**src/mcm_pkg.sv**
```systemverilog
`default_nettype none
// ----------------------------------------------------------------------------
// mcm_pkg
// Shared types, constants and MD5 round tables for the mask candidate block.
// ----------------------------------------------------------------------------
package mcm_pkg;

    localparam int CHARSET_DEPTH = 256;
    localparam int CS_AW         = (CHARSET_DEPTH > 1) ? $clog2(CHARSET_DEPTH) : 1;
    localparam int MAX_LEN       = 8;
    localparam int LEN_W         = 4;
    localparam int IDX_W         = 64;

    localparam logic [0:0] OP_LOAD = 1'b0;
    localparam logic [0:0] OP_HASH = 1'b1;

    localparam logic [0:0] REG_CHARSET_SIZE = 1'b0;
    localparam logic [0:0] REG_PW_LENGTH    = 1'b1;

    // Decoded hash job handed from the front part to the back part
    typedef struct packed {
        logic [LEN_W-1:0] len;
        logic [63:0]      pw;
    } t_job;

    // Round constant of MD5
    function automatic logic [31:0] md5_k(input logic [5:0] i);
        logic [31:0] k;
        case (i)
            6'd0: k = 32'hd76aa478;  6'd1: k = 32'he8c7b756;
            6'd2: k = 32'h242070db;  6'd3: k = 32'hc1bdceee;
            6'd4: k = 32'hf57c0faf;  6'd5: k = 32'h4787c62a;
            6'd6: k = 32'ha8304613;  6'd7: k = 32'hfd469501;
            6'd8: k = 32'h698098d8;  6'd9: k = 32'h8b44f7af;
            6'd10: k = 32'hffff5bb1; 6'd11: k = 32'h895cd7be;
            6'd12: k = 32'h6b901122; 6'd13: k = 32'hfd987193;
            6'd14: k = 32'ha679438e; 6'd15: k = 32'h49b40821;
            6'd16: k = 32'hf61e2562; 6'd17: k = 32'hc040b340;
            6'd18: k = 32'h265e5a51; 6'd19: k = 32'he9b6c7aa;
            6'd20: k = 32'hd62f105d; 6'd21: k = 32'h02441453;
            6'd22: k = 32'hd8a1e681; 6'd23: k = 32'he7d3fbc8;
            6'd24: k = 32'h21e1cde6; 6'd25: k = 32'hc33707d6;
            6'd26: k = 32'hf4d50d87; 6'd27: k = 32'h455a14ed;
            6'd28: k = 32'ha9e3e905; 6'd29: k = 32'hfcefa3f8;
            6'd30: k = 32'h676f02d9; 6'd31: k = 32'h8d2a4c8a;
            6'd32: k = 32'hfffa3942; 6'd33: k = 32'h8771f681;
            6'd34: k = 32'h6d9d6122; 6'd35: k = 32'hfde5380c;
            6'd36: k = 32'ha4beea44; 6'd37: k = 32'h4bdecfa9;
            6'd38: k = 32'hf6bb4b60; 6'd39: k = 32'hbebfbc70;
            6'd40: k = 32'h289b7ec6; 6'd41: k = 32'heaa127fa;
            6'd42: k = 32'hd4ef3085; 6'd43: k = 32'h04881d05;
            6'd44: k = 32'hd9d4d039; 6'd45: k = 32'he6db99e5;
            6'd46: k = 32'h1fa27cf8; 6'd47: k = 32'hc4ac5665;
            6'd48: k = 32'hf4292244; 6'd49: k = 32'h432aff97;
            6'd50: k = 32'hab9423a7; 6'd51: k = 32'hfc93a039;
            6'd52: k = 32'h655b59c3; 6'd53: k = 32'h8f0ccc92;
            6'd54: k = 32'hffeff47d; 6'd55: k = 32'h85845dd1;
            6'd56: k = 32'h6fa87e4f; 6'd57: k = 32'hfe2ce6e0;
            6'd58: k = 32'ha3014314; 6'd59: k = 32'h4e0811a1;
            6'd60: k = 32'hf7537e82; 6'd61: k = 32'hbd3af235;
            6'd62: k = 32'h2ad7d2bb; default: k = 32'heb86d391;
        endcase
        return k;
    endfunction

    // Rotate amount of MD5 by round group and step within group
    function automatic logic [4:0] md5_s(input logic [5:0] i);
        logic [4:0] s;
        case ({i[5:4], i[1:0]})
            4'd0: s = 5'd7;   4'd1: s = 5'd12;  4'd2: s = 5'd17;  4'd3: s = 5'd22;
            4'd4: s = 5'd5;   4'd5: s = 5'd9;   4'd6: s = 5'd14;  4'd7: s = 5'd20;
            4'd8: s = 5'd4;   4'd9: s = 5'd11;  4'd10: s = 5'd16; 4'd11: s = 5'd23;
            4'd12: s = 5'd6;  4'd13: s = 5'd10; 4'd14: s = 5'd15; default: s = 5'd21;
        endcase
        return s;
    endfunction

endpackage
`default_nettype wire

```
**src/mcm_front.sv**
```systemverilog
`default_nettype none
// ----------------------------------------------------------------------------
// mcm_front
// Accepts items, writes the charset table and decodes a candidate index into
// password bytes, one restoring-division bit per cycle.
// ----------------------------------------------------------------------------
module mcm_front
    import mcm_pkg::*;
(
    input  wire logic             i_clk,
    input  wire logic             i_rst_n,
    input  wire logic             i_valid,
    output logic                  o_ready,
    input  wire logic             i_opcode,
    input  wire logic [7:0]       i_pos,
    input  wire logic [7:0]       i_char,
    input  wire logic [IDX_W-1:0] i_index,
    input  wire logic [7:0]       i_radix,
    input  wire logic [LEN_W-1:0] i_len,
    output logic                  o_job_valid,
    input  wire logic             i_job_ready,
    output t_job                  o_job
);

    localparam logic [2:0] ST_IDLE = 3'd0;
    localparam logic [2:0] ST_DIV  = 3'd1;
    localparam logic [2:0] ST_RD   = 3'd2;
    localparam logic [2:0] ST_WR   = 3'd3;
    localparam logic [2:0] ST_PUSH = 3'd4;

    logic [2:0]       r_state;
    logic [IDX_W-1:0] r_quo;
    logic [7:0]       r_rem;
    logic [7:0]       r_radix;
    logic [5:0]       r_bit;
    logic [3:0]       r_digit;
    logic [LEN_W-1:0] r_len;
    logic [63:0]      r_pw;
    logic [7:0]       r_rd;
    logic [7:0]       r_mem [CHARSET_DEPTH];

    logic [8:0] w_trial;
    logic [8:0] w_diff;
    logic       w_ge;
    logic [7:0] w_pos_full;

    assign o_ready     = (r_state == ST_IDLE);
    assign o_job_valid = (r_state == ST_PUSH);
    assign o_job.len   = r_len;
    assign o_job.pw    = r_pw;

    // One restoring step: shift in the next dividend bit
    assign w_trial = {r_rem, r_quo[IDX_W-1]};
    assign w_diff  = w_trial - {1'b0, r_radix};
    assign w_ge    = (w_trial >= {1'b0, r_radix});
    assign w_pos_full = i_pos;

    // Charset table: written by load items, read with registered data
    always_ff @(posedge i_clk) begin
        if (i_valid && o_ready && (i_opcode == OP_LOAD)
            && ({1'b0, w_pos_full} < 9'(CHARSET_DEPTH))) begin
            r_mem[i_pos[CS_AW-1:0]] <= i_char;
        end
        if (r_state == ST_RD) begin
            r_rd <= r_mem[r_rem[CS_AW-1:0]];
        end
    end

    // Sequencer: one digit per 64 division steps, least significant first
    always_ff @(posedge i_clk) begin
        if (!i_rst_n) begin
            r_state <= ST_IDLE;
        end else begin
            case (r_state)
                ST_IDLE: begin
                    if (i_valid && (i_opcode == OP_HASH)) begin
                        r_radix <= (i_radix == 8'd0) ? 8'd1 : i_radix;
                        r_len   <= (i_len == 4'd0) ? 4'd1 :
                                   (i_len > 4'(MAX_LEN)) ? 4'(MAX_LEN) : i_len;
                        r_digit <= (i_len == 4'd0) ? 4'd0 :
                                   (i_len > 4'(MAX_LEN)) ? 4'(MAX_LEN - 1) : i_len - 4'd1;
                        r_quo   <= i_index;
                        r_rem   <= 8'd0;
                        r_bit   <= 6'd0;
                        r_pw    <= 64'd0;
                        r_state <= ST_DIV;
                    end
                end
                ST_DIV: begin
                    r_rem <= w_ge ? w_diff[7:0] : w_trial[7:0];
                    r_quo <= {r_quo[IDX_W-2:0], w_ge};
                    r_bit <= r_bit + 6'd1;
                    if (r_bit == 6'd63) begin
                        r_state <= ST_RD;
                    end
                end
                ST_RD: begin
                    r_state <= ST_WR;
                end
                ST_WR: begin
                    r_pw[(7 - r_digit[2:0]) * 8 +: 8] <= r_rd;
                    r_rem <= 8'd0;
                    r_bit <= 6'd0;
                    if (r_digit == 4'd0) begin
                        r_state <= ST_PUSH;
                    end else begin
                        r_digit <= r_digit - 4'd1;
                        r_state <= ST_DIV;
                    end
                end
                ST_PUSH: begin
                    if (i_job_ready) begin
                        r_state <= ST_IDLE;
                    end
                end
                default: r_state <= ST_IDLE;
            endcase
        end
    end

endmodule
`default_nettype wire

```
**src/mcm_fifo.sv**
```systemverilog
`default_nettype none
// ----------------------------------------------------------------------------
// mcm_fifo
// Two-entry job queue between the decoder and the hash core.
// ----------------------------------------------------------------------------
module mcm_fifo
    import mcm_pkg::*;
(
    input  wire logic i_clk,
    input  wire logic i_rst_n,
    input  wire logic i_valid,
    output logic      o_ready,
    input  t_job      i_data,
    output logic      o_valid,
    input  wire logic i_ready,
    output t_job      o_data
);

    t_job       r_mem [2];
    logic       r_wp;
    logic       r_rp;
    logic [1:0] r_cnt;

    logic w_push;
    logic w_pop;

    assign o_ready = (r_cnt != 2'd2);
    assign o_valid = (r_cnt != 2'd0);
    assign o_data  = r_mem[r_rp];
    assign w_push  = i_valid && o_ready;
    assign w_pop   = o_valid && i_ready;

    // Store pushed jobs
    always_ff @(posedge i_clk) begin
        if (w_push) begin
            r_mem[r_wp] <= i_data;
        end
    end

    // Advance pointers and count
    always_ff @(posedge i_clk) begin
        if (!i_rst_n) begin
            r_wp  <= 1'b0;
            r_rp  <= 1'b0;
            r_cnt <= 2'd0;
        end else begin
            if (w_push) r_wp <= ~r_wp;
            if (w_pop)  r_rp <= ~r_rp;
            r_cnt <= r_cnt + {1'b0, w_push} - {1'b0, w_pop};
        end
    end

endmodule
`default_nettype wire

```
**src/mcm_md5.sv**
```systemverilog
`default_nettype none
// ----------------------------------------------------------------------------
// mcm_md5
// Iterative MD5 core: one round per cycle over a single padded block, then
// holds the record in an output register until taken.
// ----------------------------------------------------------------------------
module mcm_md5
    import mcm_pkg::*;
(
    input  wire logic i_clk,
    input  wire logic i_rst_n,
    input  wire logic i_valid,
    output logic      o_ready,
    input  t_job      i_job,
    output logic      o_valid,
    input  wire logic i_ready,
    output logic [7:0]  o_shard,
    output logic [63:0] o_up,
    output logic [55:0] o_lo,
    output logic [LEN_W-1:0] o_len,
    output logic [63:0] o_pw
);

    localparam logic [1:0] ST_IDLE = 2'd0;
    localparam logic [1:0] ST_RUN  = 2'd1;
    localparam logic [1:0] ST_OUT  = 2'd2;

    logic [1:0]  r_state;
    logic [5:0]  r_i;
    logic [31:0] r_a, r_b, r_c, r_d;
    logic [31:0] r_w [16];
    logic [LEN_W-1:0] r_len;
    logic [63:0] r_pw;
    logic [127:0] r_dg;

    logic [31:0] w_f;
    logic [3:0]  w_g;
    logic [31:0] w_sum;
    logic [31:0] w_rot;
    logic [31:0] w_nb;
    logic [4:0]  w_s;
    logic [31:0] w_sa, w_sb, w_sc, w_sd;
    logic [7:0]  w_blk [64];

    assign o_ready = (r_state == ST_IDLE);
    assign o_valid = (r_state == ST_OUT);

    // Build the padded block from the job
    always_comb begin
        for (int j = 0; j < 64; j++) begin
            w_blk[j] = 8'd0;
        end
        for (int j = 0; j < MAX_LEN; j++) begin
            if (4'(j) < i_job.len) begin
                w_blk[j] = i_job.pw[(7 - j) * 8 +: 8];
            end else if (4'(j) == i_job.len) begin
                w_blk[j] = 8'h80;
            end
        end
        if (i_job.len == 4'(MAX_LEN)) begin
            w_blk[MAX_LEN] = 8'h80;
        end
        w_blk[56] = {1'b0, i_job.len, 3'b000};
    end

    // Round function and message word pick
    always_comb begin
        case (r_i[5:4])
            2'd0: begin w_f = (r_b & r_c) | (~r_b & r_d); w_g = r_i[3:0]; end
            2'd1: begin w_f = (r_d & r_b) | (~r_d & r_c); w_g = 4'(5 * r_i + 1); end
            2'd2: begin w_f = r_b ^ r_c ^ r_d; w_g = 4'(3 * r_i + 5); end
            default: begin w_f = r_c ^ (r_b | ~r_d); w_g = 4'(7 * r_i); end
        endcase
        w_s   = md5_s(r_i);
        w_sum = r_a + w_f + md5_k(r_i) + r_w[w_g];
        w_rot = (w_sum << w_s) | (w_sum >> (6'd32 - {1'b0, w_s}));
        w_nb  = r_b + w_rot;
        w_sa  = 32'h67452301 + r_d;
        w_sb  = 32'hefcdab89 + w_nb;
        w_sc  = 32'h98badcfe + r_b;
        w_sd  = 32'h10325476 + r_c;
    end

    // Digest bytes, byte 0 first
    assign o_shard = r_dg[127:120];
    assign o_up    = r_dg[119:56];
    assign o_lo    = r_dg[55:0];
    assign o_len   = r_len;
    assign o_pw    = r_pw;

    function automatic logic [31:0] bswap(input logic [31:0] v);
        return {v[7:0], v[15:8], v[23:16], v[31:24]};
    endfunction

    // Run 64 rounds, then hold the record
    always_ff @(posedge i_clk) begin
        if (!i_rst_n) begin
            r_state <= ST_IDLE;
        end else begin
            case (r_state)
                ST_IDLE: begin
                    if (i_valid) begin
                        for (int j = 0; j < 16; j++) begin
                            r_w[j] <= {w_blk[4*j+3], w_blk[4*j+2], w_blk[4*j+1], w_blk[4*j]};
                        end
                        r_a <= 32'h67452301;
                        r_b <= 32'hefcdab89;
                        r_c <= 32'h98badcfe;
                        r_d <= 32'h10325476;
                        r_i <= 6'd0;
                        r_len <= i_job.len;
                        r_pw  <= i_job.pw;
                        r_state <= ST_RUN;
                    end
                end
                ST_RUN: begin
                    r_a <= r_d;
                    r_d <= r_c;
                    r_c <= r_b;
                    r_b <= w_nb;
                    r_i <= r_i + 6'd1;
                    if (r_i == 6'd63) begin
                        r_dg <= {bswap(w_sa), bswap(w_sb), bswap(w_sc), bswap(w_sd)};
                        r_state <= ST_OUT;
                    end
                end
                ST_OUT: begin
                    if (i_ready) begin
                        r_state <= ST_IDLE;
                    end
                end
                default: r_state <= ST_IDLE;
            endcase
        end
    end

endmodule
`default_nettype wire

```
**src/mask_candidate_md5_record.sv**
```systemverilog
`default_nettype none
// ----------------------------------------------------------------------------
// mask_candidate_md5_record
// Decodes a candidate index into a password from the charset table and
// returns its MD5 record.
// ----------------------------------------------------------------------------
// channel   dir  payload
// s_axis    in   tuser opcode; tdata table_position, table_char, candidate_index
// m_axis    out  tdata shard, digest_upper, digest_lower, pw_len, password_bytes
// cfg       in   index 0 charset_size, 1 password_length
//
// For each character a hash item runs through the decoder's 64 division
// steps plus a table read and write, for up to eight characters; the MD5
// core then runs 64 rounds and hands the record over. Decoder and core
// overlap through a two-entry queue. Load items write the table as accepted.
// Reset clears control only; the charset table is unset until written.
// ----------------------------------------------------------------------------
module mask_candidate_md5_record
    import mcm_pkg::*;
(
    input  wire logic         i_clk,
    input  wire logic         i_rst_n,
    input  wire logic         s_axis_tvalid,
    output logic              s_axis_tready,
    input  wire logic [0:0]   s_axis_tuser,   // opcode
    input  wire logic [79:0]  s_axis_tdata,   // table_position, table_char, candidate_index
    output logic              m_axis_tvalid,
    input  wire logic         m_axis_tready,
    output logic [199:0]      m_axis_tdata,   // shard, digest_upper, digest_lower,
                                              // pw_len, password_bytes, zero fill
    input  wire logic         i_cfg_valid,
    output logic              o_cfg_ready,
    input  wire logic [0:0]   i_cfg_index,
    input  wire logic [7:0]   i_cfg_data
);

    logic [7:0]       r_radix;
    logic [LEN_W-1:0] r_len;
    t_job             w_fjob, w_qjob;
    logic             w_fv, w_fr, w_qv, w_qr;
    logic [7:0]       w_shard;
    logic [63:0]      w_up, w_pw;
    logic [55:0]      w_lo;
    logic [LEN_W-1:0] w_len;

    assign o_cfg_ready = 1'b1;

    // Hold configuration registers
    always_ff @(posedge i_clk) begin
        if (!i_rst_n) begin
            r_radix <= 8'd1;
            r_len   <= 4'd1;
        end else if (i_cfg_valid) begin
            case (i_cfg_index)
                REG_CHARSET_SIZE: r_radix <= i_cfg_data;
                REG_PW_LENGTH:    r_len   <= i_cfg_data[LEN_W-1:0];
                default: ;
            endcase
        end
    end

    mcm_front u_front (
        .i_clk(i_clk), .i_rst_n(i_rst_n),
        .i_valid(s_axis_tvalid), .o_ready(s_axis_tready),
        .i_opcode(s_axis_tuser[0]), .i_pos(s_axis_tdata[7:0]),
        .i_char(s_axis_tdata[15:8]), .i_index(s_axis_tdata[79:16]),
        .i_radix(r_radix), .i_len(r_len),
        .o_job_valid(w_fv), .i_job_ready(w_fr), .o_job(w_fjob)
    );

    mcm_fifo u_fifo (
        .i_clk(i_clk), .i_rst_n(i_rst_n),
        .i_valid(w_fv), .o_ready(w_fr), .i_data(w_fjob),
        .o_valid(w_qv), .i_ready(w_qr), .o_data(w_qjob)
    );

    mcm_md5 u_md5 (
        .i_clk(i_clk), .i_rst_n(i_rst_n),
        .i_valid(w_qv), .o_ready(w_qr), .i_job(w_qjob),
        .o_valid(m_axis_tvalid), .i_ready(m_axis_tready),
        .o_shard(w_shard), .o_up(w_up), .o_lo(w_lo), .o_len(w_len), .o_pw(w_pw)
    );

    assign m_axis_tdata = {4'd0, w_pw, w_len, w_lo, w_up, w_shard};

endmodule
`default_nettype wire

```
**config.mk**
```make
export PLATFORM = sky130hd
export DESIGN_NAME = mask_candidate_md5_record
export DESIGN_NICKNAME = d
export VERILOG_FILES = /design/src/mcm_pkg.sv /design/src/mcm_front.sv /design/src/mcm_fifo.sv /design/src/mcm_md5.sv /design/src/mask_candidate_md5_record.sv
export SDC_FILE = /design/constraint.sdc
export NUM_CORES = 2
export LEC_CHECK = 0
export BUFFER_PORTS_ARGS = -buffer_cell sky130_fd_sc_hd__buf_2
export CORE_MARGIN = 5
export CORE_UTILIZATION = 25
export CTS_BUF_LIST = sky130_fd_sc_hd__clkbuf_4
export DETAILED_ROUTE_END_ITERATION = 8
export GPL_ROUTABILITY_DRIVEN = 0
export RECOVER_POWER = 50
export SYNTH_ARGS = -nofsm -noshare
export SYNTH_HDL_FRONTEND = slang
export SYNTH_MEMORY_MAX_BITS = 65536
export SYNTH_SLANG_ARGS = --single-unit
```
**constraint.sdc**
```tcl
create_clock -name i_clk -period 10.2 [get_ports i_clk]
set_clock_uncertainty 0.05 [all_clocks]
set_input_delay 1.02 -clock i_clk [delete_from_list [all_inputs] [get_ports i_clk]]
set_output_delay 1.02 -clock i_clk [all_outputs]
set_load 0.05 [all_outputs]
```
==> flow_summary.toml <==
[logic_synthesis]
synth.distinct_cells = 110
syn_inst = 7585
synthTopCellsByArea = "edfxtp_1 67%, mux4_2 13%, nand2_1 2.0%"
syn_area_um2 = 123800
yosys.area.top_type_share = 0.6668
synth_ff_type = "edfxtp_1"
synth_most_common_cell = "edfxtp_1"
synth_seq_area_share = 0.6763
synth_area_per_cell_um2 = 16.32
synth_top_area_cell = "edfxtp_1"
ys_ff_latch = 2808
ys_warn_count = 0
async_reset_ff_frac = 0
synth-edff-count = 2749
synthTopCellsByCount = "2749 x edfxtp_1, 729 x mux4_2, 673 x nand2_1"

[sta]
finalSetupViolCount = 0
totalNegativeSetupSlack_ns = 0
slew_headroom = -4.166
max_freq_mhz = 101.0
finalCriticalPeriod_ns = 9.897
post-route-period-util = 0.9703
hold_viol_final = 0
tightest_slew_ns = 7.750
grt_setup_unrepaired = "true"
slew_violations = 2782

[floorplan]
die_width_um = 713.7
core_region_area_um2 = 493600
boundaryPins = 298
dieHeight_um = 713.7
core.rowCount = 258
die_area_um2 = 509400
initial_core_util = 0.2508

[layout]
seqCellArea_um2 = 83730
finalNonFillerCells = 15610
final_layout_size_suffix_gt1_frac = 0.2886
syn_to_final_growth_pct = 17.19
multi_input_area_um2 = 38050
final_nets = 8873
fill_cells = 49010

[critical_path]
end_kind = "register"
path_class = "register to register"
start_kind = "register"
slowest_delay_ns = 0.51
cp_slowest_cell = "mux4_2"
worstPathArrival_ns = 11.06
crit_top_cell = "buf_4"
worst-path-max-fanout = 10
required_ns = 11.36

[global_routing]
grt_use_total = 0.1349
antenna_found_initial = 45
grt_pass1_wl_um = 514100
grt_max_degree = 210
grt_pass1_vias = 73180
overflow = 0

[hold_path]
hp-class = "primary input to register"

[outcome]
violations = "capacitance limit, slew limit"
status = "complete, but fails checks"

[route]
route.vias.total = 74270
drtIter0Drc = 8847
via_per_inst = 4.757
wl_um = 358100
wl_per_cell_um = 22.93
drt_first_pass_iters = 6
postRouteAntennaNets = 0
drc_errors = 0

[flow_run]
maxCapViolCount = 36

[clocking]
clock_sinks = 2808
cts_tree = "built"
htree_levels = 6
cts.clk_slew.worst_paths_ns = 0.06
numCtsBuffers = 677
cts_max_path_buffers = 4
insertion_delay_ns = 1.55
cts-root-buf = "clkbuf_4"

[placed_design]
place_inst = 14310
io_buffers = 292
dp_hpwl_um = 231300
stage by stage:
| step | area, um^2 | utilization | hold slack, ns | worst slack [ns] |
|---|---|---|---|---|
| floorplan | 123800 | - | 0.3715 | 0.3289 |
| global placement | 135200 | 0.2739 | 0.3748 | -0.07984 |
| detailed placement | 135200 | 0.2739 | 0.3822 | -0.1276 |
| CTS | 144800 | 0.2934 | 0.004158 | 0.03402 |
| global route | 145000 | 0.2938 | 0.1291 | -0.07553 |
| finish | 145100 | 0.2939 | 0.2781 | 0.3029 |
cells by family (layout without fill, tap and decap cells):
kind of cell | after synthesis | in the layout | share of synthesized area
mux | 859 | 859 | 0.1440
flops | 2808 | 2808 | 0.6763
fa+ha+maj | 174 | 174 | 0.02157
other cells | 2 | 36 | 0.00006066
xor+xnor | 265 | 265 | 0.01915
compound gates | 1015 | 1015 | 0.05402
buf+inv | 679 | 2174 | 0.02102
simple gates | 1783 | 1783 | 0.06384
routing by layer:
layer	vias to the layer above	track usage	part of all wire
met5	-	0	0.00029
met4	16	0.04548	0.035
met3	701	0.02601	0.085
met2	3565	0.2172	0.47
met1	37860	0.1824	0.41
li1	32130	-	-
worst max-delay path: cells and delay by family (launching register included):
family                     cells  cell delay [ns]
AOI/OAI and AO/OA             14             2.49
adders and majority gates      6             2.06
and+or+nand+nor                9             1.76
buffers and inverters          7             1.08
muxes                          3             1.06
xor gates and xnor gates       3             0.74
DFF                            1             0.38
cell usage in the layout (no fill, tap or decap), drive strengths merged, types with 25 or more instances in the layout:
| cell | instances |
|---|---|
| a21boi | 47 |
| nor2b | 34 |
| a21oi | 286 |
| nand3b | 26 |
| diode | 31 |
| a21o | 65 |
| nor2 | 597 |
| o22ai | 26 |
| dlygate4sd3 | 108 |
| clkbuf | 1002 |
| o21a | 38 |
| nand2b | 72 |
| xnor2 | 174 |
| and3 | 25 |
| xor2 | 88 |
| o21ai | 185 |
| mux2i | 54 |
| nand2 | 674 |
| clkinv | 155 |
| mux4 | 730 |
| buf | 697 |
| fa | 66 |
| edfxtp | 2749 |
| o221ai | 34 |
| and2 | 89 |
| inv | 193 |
| ha | 107 |
| a211oi | 54 |
| dfxtp | 59 |
| a31oi | 83 |
| mux2 | 75 |
| o211ai | 42 |
| nand3 | 100 |
| nor3 | 75 |
final timing paths:
check	from	cells after the start	to	slack, ns
hold reg to reg	u_front.r_pw[21]	0	u_fifo.r_mem[1][21]	0.39
setup / recovery	u_md5.r_i[0]	42	u_md5.r_dg[71]	0.30
hold / removal	s_axis_tdata[20]	4	u_front.r_quo[4]	0.28
setup reg to reg	u_md5.r_i[0]	42	u_md5.r_dg[71]	0.30
timing repair:
item                                    CTS  global route
endpoints found under the hold margin   829             0
setup buffers                             0             9
resized for setup                         6            84
endpoints found under the setup margin    3            25
pin swaps                                 0            21
hold buffers                            108             0
sequential cells by signal (all words and copies together) (netlist names), 64 cells and up, named ones only:
signal         flops
u_front.r_pw      64
u_fifo.r_mem     136
u_md5.r_w         69
u_front.r_mem   2048
u_md5.o_pw        64
u_md5.r_dg       128
u_front.r_quo     64
layout make-up:
class | instances | share of cell area
diodes | 31 | 0.0005347
clock buffers | 961 | 0.04973
clock inverters | 196 | 0.008917
inverters | 171 | 0.004433
multi-input cells | 4101 | 0.2623
flip-flops and latches | 2808 | 0.5771
well taps | 6500 | 0.05606
repair buffers | 846 | 0.04091
Power is not shown: default switching activity piles up to over one toggle a cycle in this logic, so the estimate is an artifact.
